File: src/hw/rtl/isfs_div.sv
// Radix-2 restoring divider: 64-bit numerator over DEN_BITS-bit denominator, one bit a cycle.
module isfs_div #(
  parameter int DEN_BITS = 50
) (
  input  logic                clk,
  input  logic                rst,
  input  logic                start,
  input  logic [63:0]         num,
  input  logic [DEN_BITS-1:0] den,
  output logic                done,
  output logic [63:0]         quo
);
  localparam int REM_BITS = DEN_BITS + 1;

  logic [REM_BITS-1:0] rem;
  logic [DEN_BITS-1:0] dreg;
  logic [63:0]         nsh;
  logic [6:0]          cnt;
  logic                busy;
  logic [REM_BITS-1:0] trial;
  logic [REM_BITS:0]   diff;

  always_comb begin
    trial = {rem[REM_BITS-2:0], nsh[63]};
    diff  = {1'b0, trial} - {2'b00, dreg};
  end

  always_ff @(posedge clk) begin
    if (rst) begin
      busy <= 1'b0;
      done <= 1'b0;
      cnt  <= '0;
    end else begin
      done <= 1'b0;
      if (start) begin
        busy <= 1'b1;
        cnt  <= 7'd0;
        rem  <= '0;
        dreg <= den;
        nsh  <= num;
        quo  <= '0;
      end else if (busy) begin
        if (!diff[REM_BITS]) begin
          rem <= diff[REM_BITS-1:0];
        end else begin
          rem <= trial;
        end
        quo <= {quo[62:0], ~diff[REM_BITS]};
        nsh <= {nsh[62:0], 1'b0};
        cnt <= cnt + 7'd1;
        if (cnt == 7'd63) begin
          busy <= 1'b0;
          done <= 1'b1;
        end
      end
    end
  end
endmodule

File: config.mk
export PLATFORM = sky130hd
export DESIGN_NAME = isfs_div
export DESIGN_NICKNAME = d
export VERILOG_FILES = /design/src/hw/rtl/isfs_div.sv
export SDC_FILE = /design/constraint.sdc
export NUM_CORES = 1
export LEC_CHECK = 0
export ABC_AREA = 0
export ABC_CLOCK_PERIOD_IN_PS = 9800
export BUFFER_PORTS_ARGS = -buffer_cell sky130_fd_sc_hd__clkbuf_2
export CAP_MARGIN = 20
export CORE_UTILIZATION = 52
export DETAILED_ROUTE_END_ITERATION = 16
export PLACE_DENSITY = 0.76
export SYNTH_ARGS = -nofsm -noshare
export SYNTH_HDL_FRONTEND = slang
export SYNTH_SLANG_ARGS = --single-unit
File: constraint.sdc
create_clock -name clk -period 9.8 [get_ports clk]
set_clock_uncertainty 0.05 [all_clocks]
set_input_delay 1.47 -clock clk [delete_from_list [all_inputs] [get_ports clk]]
set_output_delay 1.47 -clock clk [all_outputs]
set_load 0.02 [all_outputs]
# Yosys cells after proc, flatten, opt, wreduce, memory -nomap -nowiden
# Index checks and enable logic that the tools add are counted.
dict set report op_classes {
  reduce_logical 5
  n_mux 9
  n_eq_ne 1
  bitwise 3
  add_sub_neg 2
}
# op count
set op_table {}
lappend op_table {{2-to-1 mux 64 bit} 3}
lappend op_table {{2-to-1 mux 50 bit} 2}
lappend op_table {{subtractor 51 x 50 -> 52 bit} 1}
lappend op_table {{adder 7 x 1 -> 7 bit, second input constant} 1}
lappend op_table {{== test 7 x 6 -> 1 bit, second input constant} 1}
lappend op_table {{2-to-1 mux 1 bit} 4}
lappend op_table {{AND reduction 2 bit} 2}
lappend op_table {{inverter 1 bit} 3}
lappend op_table {{OR reduction 3 bit} 1}
lappend op_table {{nonzero test 2 bit} 1}
lappend op_table {{OR reduction 2 bit} 1}
dict set report totals {
  regBits 237
  output_inout_bits 65
  input_bits 117
}

# Longest topological paths before layout
dict set report depth {
  ltp_word 4
  depth_mapped 15
}

# Worst setup path after synthesis
# No wires, ideal clock.
dict set report synth_path {
  path_type {input to register}
  startpoint {input port start}
  endpoint {register nsh[0] (enable)}
  slack_ps -613
  cell_stages 5
  arrival_ps 9645
  setup_ps 718
  required_ps 9032
  n_path_buf 3
  cell_sequence {clkbuf_1 > clkbuf_1 > clkbuf_1 > nor2_1 > nor2_1}
}
dict set report synth_between {
  elab_chain_cells 2
}
# element line_no
set synth_lines {}
lappend synth_lines {{start: declaration} 7} ;# input logic start,
lappend synth_lines {{nonzero test 2 bit (no line)} -}
lappend synth_lines {{AND reduction 2 bit (no line)} -}
lappend synth_lines {{end signal: assignment} 40} ;# nsh <= num;
lappend synth_lines {{end signal: assignment} 49} ;# nsh <= {nsh[62:0], 1'b0};
lappend synth_lines {{end: declaration} 17} ;# logic [63:0] nsh;
# No other way between the ends.
# A chain may end at the register's enable or synchronous reset.

# Worst setup path in the final report
dict set report layout_path {
  startpoint {register rem[31]}
  endpoint {register rem[48], data pin}
}
dict set report layout_between {
  elab_chain_cells 3
}
# element line_no
set layout_lines {}
lappend layout_lines {{start: declaration} 15} ;# logic [REM_BITS-1:0] rem;
lappend layout_lines {{start signal: assignment} 44} ;# rem <= diff[REM_BITS-1:0];
lappend layout_lines {{start signal: assignment} 46} ;# rem <= trial;
lappend layout_lines {{subtractor 51 x 50 -> 52 bit} 25} ;# diff = {1'b0, trial} - {2'b00, dreg};
lappend layout_lines {{2-to-1 mux 50 bit} 43} ;# if (!diff[REM_BITS]) begin
lappend layout_lines {{2-to-1 mux 50 bit} 42} ;# end else if (busy) begin
# No other way between the ends. The select of a mux whose other input is x is not followed.

==> results.sh <==
export IMPL_min_period_over_period_pct=40.1
export IMPL_yosysWarnings=0
export IMPL_synth_top_cell_area_share_pct=56.2
export IMPL_r2r_slack_ns=5.87
export IMPL_grt_busiest_layer="met2"
export IMPL_slew_violations=0
export IMPL_clockBufferDepth=3
export IMPL_timing_slew_headroom_pct=30.1
export IMPL_worstReg2RegStart="rem[31]$_SDFFCE_PP0P_"
export IMPL_grtUsageMet1_pct=27.6
export IMPL_fp_coreArea_um2=22800
export IMPL_max_freq_mhz=255
export IMPL_antenna_cells=0
export IMPL_die_y_um=155
export IMPL_yosysSeqAreaShare_pct=57.6
export IMPL_crit_type="register to register"
export IMPL_syn_inst=1023
export IMPL_clock_latency_ns=0.53
export IMPL_grt_pass1_wl_mm=40.2
export IMPL_wl_mm=24.6
export IMPL_syn_cell_area_um2=12200
export IMPL_timing_rr_end="rem[48]$_SDFFCE_PP0P_"
export IMPL_crit_path_cell_trace="ha_1 > and3_1 > and2_1 > a221o_1 > a2bb2oi_1 > a211oi_2 > nor2_2 > buf_4 > or4_1 > a41oi_2"
export IMPL_track_usage_pct=20.7
export IMPL_ys_ff_latch=237
export IMPL_rsz0062_at_grt="no"
export IMPL_p_leak_nw=5.68
export IMPL_synth_distinct_cells=69
export IMPL_gp_congestion=0.889
export IMPL_grt_overflow=0
export IMPL_synth_fp_nets=1192
export IMPL_cts_tree="done"
export IMPL_ir_drop_uv=134
export IMPL_post_cts_setup_buffer_count=0
export IMPL_drc=0
export IMPL_antenna_found_initial=0
export IMPL_cts_clk_slew_worst_paths_ns=0.06
export IMPL_min_from="cnt[5]$_SDFFE_PP0P_"
export IMPL_portBuffers=181
export IMPL_start_util_pct=53.4
export IMPL_synth_edff_count=228
export IMPL_dieArea_um2=24100
export IMPL_status="complete, no violations"
export IMPL_worst_setup_path_end_kind="register"
export IMPL_async_flop_share_pct=0
export IMPL_drive_gt1_share_pct=25.4
export IMPL_hpwl_mm=16.7
export IMPL_drt_iter0_markers=462
export IMPL_synth_area_leaders="edfxtp_1, mux2_2, ha_1, a21oi_1, nor2b_1"
export IMPL_reg2reg_depth=10
export IMPL_p_per_area_nw_per_um2=189
export IMPL_grt_pass1_vias=8103
export IMPL_grtUsageMet2_pct=33.4
export IMPL_holdCritPathClass="register to register"
export IMPL_startpoint="rem[31]$_SDFFCE_PP0P_"
export IMPL_setup_tns_ns=0
export IMPL_num_rows=55
export IMPL_fillCellCount=1878
export IMPL_hold_viol_final=0
export IMPL_required_ns=9.99
export IMPL_tightest_slew_ns=1.05
export IMPL_cp_buffers_inverters=1
export IMPL_synth_ff_type="edfxtp_1"
export IMPL_syn2layout_area_growth_pct=15.8
export IMPL_die_x_um=155
export IMPL_arrival_ns=4.11
export IMPL_drt_vias_per_instance=5.43
export IMPL_grt_max_degree=121
export IMPL_fin_crit_ns=3.93
export IMPL_pin_count=182
export IMPL_vias=8245
export IMPL_synth_top_area_cell="edfxtp_1"
export IMPL_max_stage_delay_ns=0.83
export IMPL_cp_slowest_cell="nor2_2"
export IMPL_layout_nets=1358
export IMPL_startpoint_type="register"
export IMPL_syn_area_per_cell_um2=11.9
export IMPL_post_route_util_pct=61.8
export IMPL_cts_inserted_buffers=26
export IMPL_cts_resized_gates=0
export IMPL_cts_hold_buf=0
export IMPL_wl_per_cell_um=16.2
export IMPL_drtAntennaViolNets=0
export IMPL_setup_viol=0
export IMPL_drv_cap=0
export IMPL_clock_sinks=237
export IMPL_drtPass1Iterations=5
export IMPL_critical_path_top_delay_family="simple AND/OR/NAND/NOR gates"
export IMPL_critPathMaxFanout=24
export IMPL_cts_root_buf="clkbuf_16"
export IMPL_hold_path_end="cnt[5]$_SDFFE_PP0P_"
export IMPL_h_tree_depth=1
export IMPL_whs_path_depth=2
export IMPL_gr_usage_met3_pct=5.54
cell type report:
class / instances / area [um^2] / share of cell area (%)
multi-input combinational: 671 / 4700 / 33.3
clock inverter: 8 / 51.3 / 0.363
timing repair buffer: 187 / 957 / 6.78
clock buffer: 37 / 744 / 5.27
inverter: 66 / 248 / 1.75
sequential: 237 / 7030 / 49.8
tap: 313 / 392 / 2.77
where the power goes:
part | leakage, nW | internal (mW) | switching, mW
Clock | 0.389 | 0.527 | 0.389
Combinational | 3.02 | 0.209 | 0.306
Sequential | 2.27 | 1.21 | 0.0311
kinds of logic (layout without fill, tap and decap cells):
| kind of cell | count (synthesis) | in the layout | share of synthesized area, % |
|---|---|---|---|
| buf+inv | 115 | 298 | 3.92 |
| flops | 237 | 237 | 57.6 |
| xor+xnor | 39 | 39 | 2.80 |
| simple gates | 299 | 299 | 12.6 |
| fa+ha+maj | 52 | 52 | 5.40 |
| mux | 64 | 64 | 5.90 |
| compound gates | 217 | 217 | 11.7 |
per-layer routing:
layer  up-vias  wire [um]
met3        41       1810
li1       4063          -
met2       220      11400
met4         0        476
met1      3921      10900
met5         -          0
worst reg2reg max path, stage by stage, from the launching register on:
cell       delay (ns)
edfxtp_1         0.40
ha_1             0.39
and3_1           0.24
and2_1           0.16
a221o_1          0.36
a2bb2oi_1        0.33
a211oi_2         0.14
nor2_2           0.83
buf_4            0.45
or4_1            0.20
a41oi_2          0.08
cell usage in the layout (no fill, tap or decap), types with 6 or more instances in the layout:
cell type	synthesis	layout
edfxtp_1	228	228
clkbuf_2	0	180
nand2_1	87	87
a21oi_1	84	84
inv_1	66	66
nor2b_1	67	66
mux2_2	63	63
ha_1	51	51
nor2_1	51	49
o21ai_0	34	34
clkbuf_16	0	28
a21o_1	25	25
xor2_1	20	20
xnor2_1	19	19
nand4_1	18	18
a211oi_1	17	17
nand3_1	13	13
nor3_1	10	10
a31oi_1	9	9
o21bai_1	9	9
nand3b_1	9	9
dfxtp_1	9	9
clkbuf_1	22	8
and2_1	6	6
nand2b_1	6	6
or3_1	6	6
o211ai_1	6	6
buf_4	2	6
synthesized netlist by cell type, types with 2 or more instances:
library cell and instances:
edfxtp_1 228, nand2_1 87, a21oi_1 84, nor2b_1 67
inv_1 66, mux2_2 63, ha_1 51, nor2_1 51
o21ai_0 34, a21o_1 25, clkbuf_1 22, xor2_1 20
buf_2 19, xnor2_1 19, nand4_1 18, a211oi_1 17
nand3_1 13, nor3_1 10, a31oi_1 9, dfxtp_1 9
nand3b_1 9, o21bai_1 9, and2_1 6, nand2b_1 6
o211ai_1 6, or3_1 6, and3_1 5, buf_1 4
o21a_1 4, or2_2 3, or3b_1 3, or4_1 3
a21boi_0 2, a22o_1 2, and4_1 2, buf_4 2
buf_6 2, nand4b_1 2, nor4_1 2, o2111ai_1 2
o21ai_2 2, o221ai_1 2
how the worst max path moves through the flow:
stage | end | cells after the start | slack (ns)
3_5_place_dp | quo[52]$_SDFFCE_PP0P_ | 4 | 5.27
4_1_cts | quo[56]$_SDFFCE_PP0P_ | 4 | 5.84
5_1_grt | quo[61]$_SDFFCE_PP0P_ | 4 | 5.62
3_3_place_gp | quo[53]$_SDFFCE_PP0P_ | 4 | 5.29
6_report | rem[48]$_SDFFCE_PP0P_ | 10 | 5.87
2_1_floorplan | nsh[0]$_SDFFCE_PN0P_ | 5 | 2.39
registers in the layout, summed over array words and instances, names as in the netlist:
signal and count:
nsh 64, quo 64, dreg 50, rem 50
cnt 7, busy 1, done 1
through the flow:
stage	area, um^2	setup WS (ns)	instances	total power [mW]	hold WS, ns
after floorplan	12200	2.39	1023	1.65	0.408
after global routing	14100	5.62	1519	2.80	0.474
after CTS	14100	5.84	1519	2.69	0.435
after global placement	13300	5.29	1474	1.76	0.419
after detailed placement	13300	5.27	1474	1.77	0.428
final	14100	5.87	1519	2.67	0.437
Note: power is estimated with default switching activity, not from simulation.
