`src/hw/rtl/isfs_ram.sv`:
```
// Generic single-port-write, single-port-read RAM with registered read data.
module isfs_ram #(
  parameter int WIDTH = 8,
  parameter int DEPTH = 16
) (
  input  logic                     clk,
  input  logic                     wr_en,
  input  logic [$clog2(DEPTH)-1:0] wr_addr,
  input  logic [WIDTH-1:0]         wr_data,
  input  logic [$clog2(DEPTH)-1:0] rd_addr,
  output logic [WIDTH-1:0]         rd_data
);
  logic [WIDTH-1:0] mem [DEPTH];

  always_ff @(posedge clk) begin
    if (wr_en) begin
      mem[wr_addr] <= wr_data;
    end
    rd_data <= mem[rd_addr];
  end
endmodule

```
`config.mk`:
```
export PLATFORM = sky130hd
export DESIGN_NAME = isfs_ram
export DESIGN_NICKNAME = d
export VERILOG_FILES = /design/src/hw/rtl/isfs_ram.sv
export SDC_FILE = /design/constraint.sdc
export NUM_CORES = 1
export LEC_CHECK = 0
export BUFFER_PORTS_ARGS = -buffer_cell sky130_fd_sc_hd__buf_2
export CAP_MARGIN = 20
export CORE_UTILIZATION = 30
export CTS_CLUSTER_DIAMETER = 200
export CTS_CLUSTER_SIZE = 30
export DETAILED_ROUTE_END_ITERATION = 16
export PLACE_DENSITY = 0.42
export SYNTH_ARGS = -nofsm -noshare
export SYNTH_HDL_FRONTEND = slang
export SYNTH_SLANG_ARGS = --single-unit
export TNS_END_PERCENT = 100
```
`constraint.sdc`:
```
create_clock -name clk -period 2.1 [get_ports clk]
set_input_delay 0 -clock clk [delete_from_list [all_inputs] [get_ports clk]]
set_output_delay 0 -clock clk [all_outputs]
set_load 0.02 [all_outputs]
```
* Yosys cells after proc, flatten, opt, wreduce, memory -nomap -nowiden
Memory sizes are Yosys's and may differ from the RTL's. A register that Yosys moved wholly into a read port is not among the register bits.
Index checks and enable logic that the tools add are counted.
** Storage, ports and cells
- Register bits :: 0
- Latch bits :: 0
- RAM bits :: 128
- Memory bits (read-only) :: 0
- Input bits :: 18
- Output and inout bits :: 8
- Logic and storage cells :: 3
- Memories :: 1
** Memories
- mem :: words 16, width 8, rd ports 1, clocked after memory_dff 1, write ports 1, RTL line 13 : logic [WIDTH-1:0] mem [DEPTH];
** Cells by class
- $add $sub $neg :: 0
- $mul :: 0
- Divide/modulo/power cells :: 0
- Order comparisons :: 0
- Eq/ne operators :: 0
- Shift operators :: 0
- Muxes and demuxes :: 2
- Bitwise gates (word level) :: 0
- Reduce and logical (&&, ||, !) cells :: 0
** Operators by type and width (number)
- $mux W1 :: 2

* Depth between registers and ports, before layout
Gate-level depths: netlist of run 1.
- Depth in word-level cells :: 2
- Mapped depth :: 5
- Depth with buffers taken out :: 3

* Worst setup path before layout of run 1
No wires, ideal clock.
- Kind :: input to register
- Start point :: in wr_addr[2]
- End point :: mem mem[0][0], enable pin
- Setup time :: 0.383 ns
- Arrival :: 1.110 ns
- Required time :: 1.717 ns
- Setup slack :: 0.607 ns
- Stages :: 2
- Buffers on the path :: 0
- Cells stage by stage :: or3b_2 -> nor3_1
** RTL lines
- start, declared :: RTL line 8 : input logic [$clog2(DEPTH)-1:0] wr_addr,
- end, declared :: RTL line 13
No word-level cell before the write port.

==> flow_metrics.env, run 1 <==
export IMPL_status="finished clean"
export IMPL_insertion_delay_ps=410
export IMPL_period_needed_ps=1450
export IMPL_synth_edf_count=128
export IMPL_fmax_ghz=0.689
export IMPL_synth_top_family_by_area="multiplexers"
export IMPL_hold_viol=0
export IMPL_synth_most_common_cell="edfxtp_1"
export IMPL_startpoint_type="register"
export IMPL_tightest_slew_ps=519
export IMPL_place_congestion=0.687
export IMPL_drc=0
export IMPL_power_density_mw_per_mm2=1020
export IMPL_min_period_over_period=0.691
export IMPL_grt_overflow_total=0
export IMPL_synth_top_area_share=0.747
export IMPL_synthMuxAreaShare=0.150
export IMPL_cts_root_buffer="clkbuf_16"
export IMPL_core_mm2=0.0166
export IMPL_clock_path_buffers=2
export IMPL_cp_cell_sequence="mux4_1 -> a22oi_1 -> nand2_1"
export IMPL_slowest_delay_ps=500
export IMPL_dp_cells=484
export IMPL_fin_nets=308
export IMPL_numCtsBuffers=17
export IMPL_netlist_top_cells_count="edfxtp_1, mux4_2, a22oi_1, mux4_1, nor2_1"
export IMPL_synthSimpleGateAreaFrac=0.0318
export IMPL_wl_met2_mm=5.01
export IMPL_cts_sinks=136
export IMPL_die_x_um=133
export IMPL_synth_cell_types=19
export IMPL_clock_skew_ps=3.87
export IMPL_ys_seq_area_frac=0.778
export IMPL_leakagePower_nw=2.13
export IMPL_synth_fa_ha_area_frac=0
export IMPL_n_antenna_cell=0
export IMPL_grt_pass1_vias=2543
export IMPL_vias_per_cell=4.72
export IMPL_slew_viol_final=0
export IMPL_synth_compound_area_frac=0.0233
export IMPL_async_reset_ff_frac=0
export IMPL_hpwl_mm=7.12
export IMPL_rsz0062_at_grt="no"
export IMPL_post_cts_buffers=0
export IMPL_required_ps=2390
export IMPL_first_pass_iters=4
export IMPL_ctsResizeCount=0
export IMPL_die_h_um=133
export IMPL_io_pins=26
export IMPL_drtIter0Drc=196
export IMPL_start_util=0.309
export IMPL_setup_viol=0
export IMPL_syn_to_final_growth_pct=22.7
export IMPL_vias=2471
export IMPL_arrival_ps=1740
export IMPL_critPathSlowestCell="mux4_1"
export IMPL_cts_htree_levels=4
export IMPL_ant_nets=0
export IMPL_grt_start_max_net_pins=33
export IMPL_tns_ps=0
export IMPL_slew_headroom=0.654
export IMPL_io_buffers=25
export IMPL_wl_met3_um=650
export IMPL_postLayoutCoreUtil=0.380
export IMPL_cts_tree="done"
export IMPL_ys_warnings_count=0
export IMPL_cp_end_kind="register"
export IMPL_min_path_type="in -> reg"
export IMPL_placed_cell_area_mm2=0.00564
export IMPL_avgSynthCellArea_um2=22.5
export IMPL_cp_top_family="multiplexers"
export IMPL_die_area_mm2=0.0177
export IMPL_hold_buffers=7
export IMPL_synth_nets=247
export IMPL_ys_ff_latch=136
export IMPL_critical_path_max_fanout=1
export IMPL_wire_per_inst_um=21.5
export IMPL_grt_usage=0.139
export IMPL_synth_xor_area_frac=0
export IMPL_drv_cap=0
export IMPL_floorplan_rows=47
export IMPL_criticalPathCategory="reg -> reg"
export IMPL_drt_total_wl_mm=11.3
export IMPL_design_area_mm2=0.00632
export IMPL_grt_pass1_wl_mm=16.9
export IMPL_synthFlopType="edfxtp_1"
export IMPL_syn_inst=229
export IMPL_path_buf_inv=0
export IMPL_synth_top_area_cell="edfxtp_1"
export IMPL_stdcell_count=523
export IMPL_clk_pin_slew_ps=50
export IMPL_wl_met1_mm=5.48
export IMPL_drive_above_1_share=0.310
export IMPL_antenna_found_initial=0
export IMPL_vdd_ir_drop_worst_mv=0.561
export IMPL_synth_area_leaders="edfxtp_1, mux4_2, mux4_1, dfxtp_1, a22oi_1"
export IMPL_fillers=1513
export IMPL_synth_area_mm2=0.00515
export IMPL_top_layer="met4"
## path summary, 6_finish.rpt
check                   from          to  slack, ps  depth (start not counted)
hold reg to reg   mem[14][4]  rd_data[4]        680                          3
setup / recovery   mem[3][5]  rd_data[5]        650                          3
hold / removal    wr_data[5]   mem[4][5]         30                          1
setup reg to reg   mem[3][5]  rd_data[5]        650                          3
## per-layer routing
metal,GRT usage,vias up
met5,0,-
met4,0.0517,0
met3,0.0387,8
met2,0.194,72
met1,0.205,1289
li1,-,1102
## metrics by stage
step | power, mW | setup WS, ps | hold slack (ps)
after detailed placement | 3.43 | 510 | 404
final | 6.42 | 648 | 33.0
after global routing | 6.64 | 585 | 7.53
after global placement | 3.43 | 513 | 399
after floorplan | 3.28 | 607 | 98.9
after CTS | 6.51 | 642 | 2.12
## kinds of logic (layout without fill, tap and decap cells)
group           Yosys count  after routing
buf+inv                  10             84
flops                   136            136
compound gates           16             16
mux                      32             32
simple gates             35             35
## placed cells by master (no fill, tap or decap), types with 3 or more instances in the layout
| cell | n |
|---|---|
| nor2_1 | 13 |
| buf_4 | 18 |
| clkbuf_16 | 17 |
| nor3_1 | 4 |
| mux4_2 | 18 |
| dlygate4sd3_1 | 7 |
| mux4_1 | 14 |
| bufinv_16 | 4 |
| edfxtp_1 | 128 |
| clkinvlp_4 | 3 |
| buf_2 | 25 |
| nand2_1 | 9 |
| a22oi_1 | 16 |
| dfxtp_1 | 8 |
| clkinv_2 | 5 |
## worst register-to-register path, cell delays in order (launching register included)
cell	delay, ps
edfxtp_1	380
mux4_1	500
a22oi_1	360
nand2_1	100
## power by group
| part | switching [mW] | total [mW] | internal (mW) |
|---|---|---|---|
| Sequential | 0.0152 | 3.05 | 3.04 |
| Combinational | 0.191 | 0.323 | 0.132 |
| Clock | 1.08 | 3.05 | 1.97 |
| Total | 1.29 | 6.42 | 5.13 |
## registers in the layout, summed over array words and instances, names as in the netlist
name / count
mem: 128
rd_data: 8
## area by class of cell
cell class                      count  area (µm²)  share of cell area
Clock buffer                       17         425              0.0674
Tap cell                          220         275              0.0436
Multi-Input combinational cell     83        1060               0.167
Timing Repair Buffer               52         370              0.0586
Clock inverter                     15         184              0.0291
Sequential cell                   136        4000               0.634
Power figures use the tool's default switching activity.
==> inputs of run 2 (changes only) <==
PLACE_DENSITY = 0.43   (was 0.42)
clock period = 1.25 ns   (was 2.1 ns; I/O delays follow)
==> run 2 against run 1 <==
Combinational power rose by 83%. The flow now finishes with violations (negative setup slack). Core utilization is 0.56 points higher. Worst hold slack better by 87 ps. Critical path depth unchanged. Largest cell class unchanged.
==> flow_metrics.env, run 2 (same netlist as run 1, synthesis figures left out) <==
export IMPL_vias=2490
export IMPL_drtIter0Drc=230
export IMPL_die_area_mm2=0.0177
export IMPL_numCtsBuffers=17
export IMPL_die_x_um=133
export IMPL_drt_total_wl_mm=11.1
export IMPL_fmax_ghz=0.762
export IMPL_n_antenna_cell=0
export IMPL_core_mm2=0.0166
export IMPL_criticalPathCategory="reg -> reg"
export IMPL_path_buf_inv=0
export IMPL_slew_viol_final=0
export IMPL_ant_nets=0
export IMPL_violations="negative setup slack"
export IMPL_min_period_over_period=1.05
export IMPL_cts_tree="done"
export IMPL_min_path_type="in -> reg"
export IMPL_cts_sinks=136
export IMPL_timing_final_ws_setup_ps=-62.7
export IMPL_leakagePower_nw=2.16
export IMPL_startpoint="mem[0][1]"
export IMPL_power_density_mw_per_mm2=1620
export IMPL_arrival_ps=1600
export IMPL_final_cell_mix="edfxtp_1, buf_4, mux4_2"
export IMPL_clk_pin_slew_ps=60
export IMPL_design_power_total_mw=10.4
export IMPL_cp_cell_sequence="mux4_2 -> a22oi_2 -> nand2_1"
export IMPL_io_buffers=25
export IMPL_grt_overflow_total=0
export IMPL_clock_path_buffers=2
export IMPL_grt_pass1_vias=2733
export IMPL_antenna_found_initial=0
export IMPL_place_congestion=0.715
export IMPL_syn_to_final_growth_pct=24.5
export IMPL_vias_per_cell=4.60
export IMPL_placed_cell_area_mm2=0.00580
export IMPL_slew_headroom=0.417
export IMPL_startpoint_type="register"
export IMPL_start_util=0.309
export IMPL_hold_viol=0
export IMPL_period_needed_ps=1310
export IMPL_holdCritStartpoint="wr_addr[0]"
export IMPL_drv_cap=0
export IMPL_grt_pass1_wl_mm=17.2
export IMPL_rsz0062_at_grt="yes"
export IMPL_top_register="mem"
export IMPL_required_ps=1530
export IMPL_fin_nets=326
export IMPL_critical_path_max_fanout=1
export IMPL_final_common_cell="edfxtp_1"
export IMPL_floorplan_rows=47
export IMPL_slowest_delay_ps=510
export IMPL_insertion_delay_ps=410
export IMPL_tightest_slew_ps=872
export IMPL_top_regs="mem (128), rd_data (8)"
export IMPL_reg2reg_from="mem[0][1]"
export IMPL_critPathSlowestCell="mux4_2"
export IMPL_hpwl_mm=7.49
export IMPL_cts_htree_levels=4
export IMPL_grt_usage=0.140
export IMPL_cts_root_buffer="clkbuf_16"
export IMPL_drive_above_1_share=0.383
export IMPL_design_area_mm2=0.00641
export IMPL_cp_top_family="multiplexers"
export IMPL_setup_viol=4
export IMPL_io_pins=26
export IMPL_status="finished, violations left"
export IMPL_drc=0
export IMPL_grt_start_max_net_pins=22
export IMPL_die_h_um=133
export IMPL_vdd_ir_drop_worst_mv=0.917
export IMPL_cp_end_kind="register"
export IMPL_clock_skew_ps=5.22
export IMPL_first_pass_iters=4
export IMPL_largest_reg_flops=128
export IMPL_post_cts_buffers=0
export IMPL_fillers=1540
export IMPL_wire_per_inst_um=20.6
run 2: changes by cell type in the layout (fill, tap and decap cells not counted), sizes merged:
cell	before	now
buf	45	62
bufinv	4	2
clkbuf	17	22
clkinv	8	6
clkinvlp	3	2
dlygate4sd3	7	8
run 2: power by group:
part	switching, mW	total (mW)	internal [mW]	leakage [nW]
clock	1.76	4.66	2.91	0.265
combinational	0.325	0.591	0.265	0.676
sequential	0.0297	5.13	5.10	1.22
run 2: layout make-up:
cell class | instances | area, µm² | share of cell area
timing repair buffer | 70 | 533 | 0.0832
clock buffer | 22 | 444 | 0.0693
clock inverter | 10 | 104 | 0.0162
sequential | 136 | 4000 | 0.625
tap | 220 | 275 | 0.0429
multi-input combinational | 83 | 1050 | 0.164
run 2: tightest hold or removal path, stage by stage:
cell and delay (ps):
buf_2 150, nor3_2 70, buf_4 150
run 2: per-stage QoR:
stage,hold WS (ps),setup slack (ps),utilization,instances,setup TNS [ps]
floorplan,98.9,-16.1,-,229,-387
global placement,393,-185,0.349,502,-1840
detailed placement,401,-201,0.349,502,-1690
CTS,108,-78.3,0.385,541,-228
global route,128,-124,0.385,541,-611
finish,120,-62.7,0.385,541,-111
run 2: final timing paths:
kind	end	slack [ps]	cells past startpoint
worst max-delay path	rd_data[1]	-60	3
worst min-delay path	mem[0][6]	120	3
worst max register to register	rd_data[1]	-60	3
worst min register to register	rd_data[7]	680	3
run 2: timing repair:
item | in CTS | in global routing
gates resized for setup | 10 | 5
hold endpoints to repair | 128 | 0
pin swaps | 4 | 2
hold buffers | 8 | 0
setup endpoints to repair | 8 | 8
run 2: per-layer routing:
metal | up-vias | track usage | share of wire
li1 | 1125 | - | -
met1 | 1299 | 0.189 | 0.47
met2 | 56 | 0.220 | 0.49
met3 | 10 | 0.0310 | 0.031
met4 | 0 | 0.0517 | 0.013
met5 | - | 0 | 0
